`src/sv/phit_pkg.sv`:
```
// Shared types and constants for the polygon hit test block.
// Coordinate, vertex and product types, command codes.
// No dependencies.
package phit_pkg;

  localparam int TAG_W  = 16;
  localparam int DIFF_W = 17;
  localparam int PROD_W = 2 * DIFF_W;

  typedef logic signed [15:0] coord_t;

  // x in the low half, y in the high half
  typedef struct packed {
    coord_t y;
    coord_t x;
  } vertex_t;

  typedef logic signed [DIFF_W-1:0] diff_t;
  typedef logic signed [PROD_W-1:0] prod_t;

  localparam logic [1:0] CMD_CLEAR = 2'd0;
  localparam logic [1:0] CMD_ADD   = 2'd1;
  localparam logic [1:0] CMD_QUERY = 2'd2;

endpackage

```
`src/sv/phit_edge_mul.sv`:
```
// Shared signed multiplier for the edge crossing test.
// Selects one of the two cross products of an edge and registers it.
// Depends on phit_pkg.
module phit_edge_mul (
  input  logic             clk,
  input  logic             rhs_sel,
  input  phit_pkg::vertex_t q,
  input  phit_pkg::vertex_t a,
  input  phit_pkg::vertex_t b,
  output phit_pkg::prod_t   prod
);

  phit_pkg::diff_t op0;
  phit_pkg::diff_t op1;

  // lhs = (qx - ax) * (by - ay), rhs = (bx - ax) * (qy - ay)
  always_comb begin
    if (rhs_sel) begin
      op0 = $signed({b.x[15], b.x}) - $signed({a.x[15], a.x});
      op1 = $signed({q.y[15], q.y}) - $signed({a.y[15], a.y});
    end else begin
      op0 = $signed({q.x[15], q.x}) - $signed({a.x[15], a.x});
      op1 = $signed({b.y[15], b.y}) - $signed({a.y[15], a.y});
    end
  end

  always_ff @(posedge clk) begin
    prod <= op0 * op1;
  end

endmodule

```
`config.mk`:
```
export PLATFORM = sky130hd
export DESIGN_NAME = phit_edge_mul
export DESIGN_NICKNAME = d
export VERILOG_FILES = /design/src/sv/phit_pkg.sv /design/src/sv/phit_edge_mul.sv
export SDC_FILE = /design/constraint.sdc
export NUM_CORES = 1
export LEC_CHECK = 0
export ABC_AREA = 1
export BUFFER_PORTS_ARGS = -buffer_cell sky130_fd_sc_hd__buf_4
export CAP_MARGIN = 20
export CORE_MARGIN = 2
export CORE_UTILIZATION = 28
export DETAILED_ROUTE_END_ITERATION = 6
export HOLD_SLACK_MARGIN = 0.03
export MAX_ROUTING_LAYER = met4
export PLACE_DENSITY = 0.46
export SLEW_MARGIN = 10
export SYNTH_ARGS = -nofsm -noshare
export SYNTH_HDL_FRONTEND = slang
export SYNTH_SLANG_ARGS = --single-unit
export TNS_END_PERCENT = 5
```
`constraint.sdc`:
```
create_clock -name clk -period 9.6 [get_ports clk]
set_input_delay 1.92 -clock clk [delete_from_list [all_inputs] [get_ports clk]]
set_output_delay 1.92 -clock clk [all_outputs]
set_load 0.02 [all_outputs]
```
# Word level (Yosys, flattened, before mapping)
# Cells that the tools add are included.
[totals]
reg_bits = 34
latchBits = 0
ramBits = 0
romBits = 0
inputBits = 98
output_inout_bits = 34
elab_cells = 8
mem_count = 0
[op_classes]
n_addsub = 4
multipliers = 1
div_mod_pow = 0
order_cmp = 0
eq_ne = 0
n_shift = 0
muxes = 2
bitwise = 0
n_reduce_logical = 0
[op_table]
columns = ["op", "count"]
rows = [
  ["$sub A16 B16 Y17", 4],
  ["$mul A17 B17 Y34", 1],
  ["$mux W17", 2],
]

# Depth between registers and ports, before layout
[depth]
word_depth = 3
ltp_mapped = 43
mapped_depth_nobuf = 41

# Worst setup path after synthesis
# Ideal clock, no wire load.
[synth_path]
path_kind = "input-to-reg"
startpoint = "in rhs_sel"
endpoint = "reg prod[32]"
setup_ns = 0.112
t_arrival_ns = 8.591
required_time_ns = 9.488
path_slack_ns = 0.897
cell_stages = 32
path_buffers = 3
path_cell_list = "clkbuf_1 -> buf_1 -> mux2_2 -> ha_1 -> a21oi_1 -> nand2_1 -> nand2_1 -> nand3b_2 -> nand2_1 -> nand2_1 -> nand2_1 -> buf_6 -> nand2_1 -> fa_1 -> inv_1 -> fa_1 -> inv_1 -> fa_1 -> inv_1 -> fa_1 -> inv_1 -> fa_1 -> inv_1 -> fa_1 -> ha_1 -> nand2_1 -> nor2_1 -> nand2_1 -> nor3_1 -> nand2_1 -> nand3_1 -> nand2_1"
[synth_between]
elab_chain_cells = 2
elab_cells_between_ends = 3
classes_between = "mul: 1; mux: 2"
[synth_rtl]
columns = ["element", "line_no", "source"]
rows = [
  ["from (decl)", "phit_edge_mul.sv:6", "input logic rhs_sel,"],
  ["$mux W17", "phit_edge_mul.sv:18", "if (rhs_sel) begin"],
  ["$mul A17 B17 Y34 *", "phit_edge_mul.sv:28", "prod <= op0 * op1;"],
  ["to (signal assigned)", "phit_edge_mul.sv:28", ""],
  ["to (decl)", "phit_edge_mul.sv:10", "output phit_pkg::prod_t prod"],
]
# Mark *: on every way between the ends. The rest lies on a longest branch, timed or not.

# Worst setup path after layout
[layout_path]
startpoint = "in rhs_sel"
endpoint = "reg prod[25]"
# Same word-level chain as after synthesis.

==> impl_metrics.tcl <==
set metrics [dict create \
    ys_ff_latch 34 \
    timing.final.crit_share_pct 94.3 \
    timing.slew.headroom_pct 48.7 \
    pin_count 132 \
    drt_wl_total_mm 43.3 \
    min_from "a[0]" \
    vias_per_cell 4.53 \
    critPathCapture "prod[25]" \
    synth_cell_type_count 44 \
    rows 83 \
    syn_nets 2432 \
    cts_setup_buffers 0 \
    drc 0 \
    die_y_um 233 \
    routedWlPerCell_um 15.8 \
    cp.arrival_ns 9.25 \
    hold_path.class "input pin to flip-flop" \
    core_sq_um 51500 \
    hold_buffers 0 \
    initial_core_util_pct 28.4 \
    synthCells 1919 \
    synth-adder-area-share_pct 50.8 \
    drt-pass1-iter-count 5 \
    clkTransAtPathRegs_ns 0.05 \
    synth_area_per_cell_sq_um 7.63 \
    htreeDepth 2 \
    drive_above_1_share_pct 12.2 \
    largest_reg_flops 34 \
    cp_slowest_stage_delay_ns 0.60 \
    period_minus_slack_ns 9.05 \
    track_usage_pct 17.4 \
    grt_max_degree 35 \
    synth_seq_area_share_pct 4.65 \
    cp_slowest_cell "xor2_2" \
    startpoint "rhs_sel" \
    drt_iter0_markers 705 \
    fp.dieArea_sq_um 54200 \
    crit_type "input pin to flip-flop" \
    grt_setup_unrepaired "false" \
    maxCapViolCount 0 \
    max-clock-path-buffers 2 \
    grt_pass1_vias 13544 \
    worstPathRequired_ns 9.80 \
    synth.area.mux_share_pct 2.29 \
    max_freq_ghz 0.111 \
    io_buffers 131 \
    syn_to_final_growth_pct 13.9 \
    layout.nets 2570 \
    fp.dieW_um 233 \
    reg_top3 "prod x34" \
    cts_resized 0 \
    setup_viol 0 \
    outcome "finished clean" \
    synth_warnings 0 \
    cp-start-kind "input pin" \
    hpwlAfterDp_mm 38.9 \
    worst_pin_slew_ns 0.768 \
    utilization_pct 32.4 \
    tns_ns 0 \
    synth_top_family_by_area "adder cells" \
    gp_congestion 0.878 \
    tritoncts "yes" \
    finalHoldViolCount 0 \
    fillCellCount 5638 \
    antenna_found_initial 0 \
    synth_xor_area_share_pct 2.55 \
    clock_sinks 34 \
    drv_slew 0 \
    synth_compound_area_share_pct 3.72 \
    numCtsBuffers 5 \
    antennaDiodeCount 0 \
    grt-ovfl-total 0 \
    syn_area_sq_um 14700 \
    crit_path_end_kind "flip-flop" \
    critical_path_peak_fanout 34 \
    grt_pass1_wl_mm 71.5 \
    synthSimpleGateAreaFrac_pct 22.5 \
    max_flop_register "prod" \
    ant_nets 0 \
    vias 12407 \
    ctsRootBufferMaster "clkbuf_16" \
]
[cells in the final DEF (no fill, tap or decap), drive strengths merged]
master,n
a21oi,61
o211ai,1
and3,1
buf,165
dfxtp,34
nand4,16
fa,299
ha,116
nor2,218
inv,471
nand3,83
nand2,464
nor3,8
mux2i,2
and2,6
xnor2,6
nand3b,2
or2,2
clkinv,3
mux2,28
o21ai,28
a21o,1
o21a,1
xor2,25
nor4,3
clkbuf,7
o21bai,7
[final cells by class]
class	instances	area (sq um)	area share (%)
Timing Repair Buffer	165	1240	7.44
Multi-Input combinational cell	1378	12000	71.8
Clock buffer	7	143	0.855
Clock inverter	1	5.00	0.0300
Sequential cell	34	681	4.08
Inverter	473	1780	10.7
Tap cell	680	851	5.10
[cell usage after synthesis (all sizes together)]
cell / n / area share [%]
inv: 471 / 12
nand2: 464 / 12
fa: 299 / 41
nor2: 218 / 5.8
ha: 116 / 9.9
nand3: 83 / 2.9
a21oi: 61 / 2.2
dfxtp: 34 / 4.6
mux2: 28 / 2.2
o21ai: 28 / 1.0
xor2: 25 / 2.2
buf: 24 / 1.1
nand4: 16 / 0.68
clkbuf: 10 / 0.26
nor3: 8 / 0.27
o21bai: 7 / 0.36
and2: 6 / 0.26
xnor2: 6 / 0.36
nor4: 3 / 0.13
clkinv: 2 / 0.051
mux2i: 2 / 0.14
nand3b: 2 / 0.13
or2: 2 / 0.085
a21o: 1 / 0.051
and3: 1 / 0.043
o211ai: 1 / 0.085
o21a: 1 / 0.051
[layer usage]
metal | track usage (%) | vias up | wire length, um
li1 | - | 5925 | -
met1 | 21.7 | 6141 | 18400
met2 | 31.5 | 298 | 22400
met3 | 1.18 | 43 | 1810
met4 | 2.71 | 0 | 657
met5 | - | - | 0
[worst min path at each step]
stage | to | slack, ns | depth (start not counted)
finish | prod[0] | 2.30 | 4
floorplan | prod[0] | 2.26 | 0
CTS | prod[0] | 2.31 | 4
global route | prod[0] | 2.32 | 4
detailed placement | prod[1] | 2.33 | 1
global placement | prod[18] | 2.34 | 1
[worst max-delay path, delay by kind of cell]
family / cells / cell delay, ns
xor+xnor: 2 / 0.77
compound gates: 2 / 0.43
buf+inv: 7 / 0.61
fa+ha+maj: 8 / 3.72
mux: 1 / 0.38
simple gates: 7 / 1.42
[kinds of logic after synthesis]
group,Yosys count
compound gates,99
buf+inv,507
simple gates,803
mux,30
fa+ha+maj,415
flops,34
xor+xnor,31
[metrics by stage]
step | cells | area (sq um) | hold slack, ns | setup slack, ns
floorplan | 1919 | 14700 | 2.26 | 0.897
global placement | 2730 | 16500 | 2.34 | 0.0355
detailed placement | 2730 | 16500 | 2.33 | 0.102
CTS | 2738 | 16700 | 2.31 | 0.385
global route | 2738 | 16700 | 2.32 | 0.0520
finish | 2738 | 16700 | 2.30 | 0.552
Power is left out: the tool's default activity adds up to more than one toggle a clock period on the data nets, which glitch-free logic cannot reach.
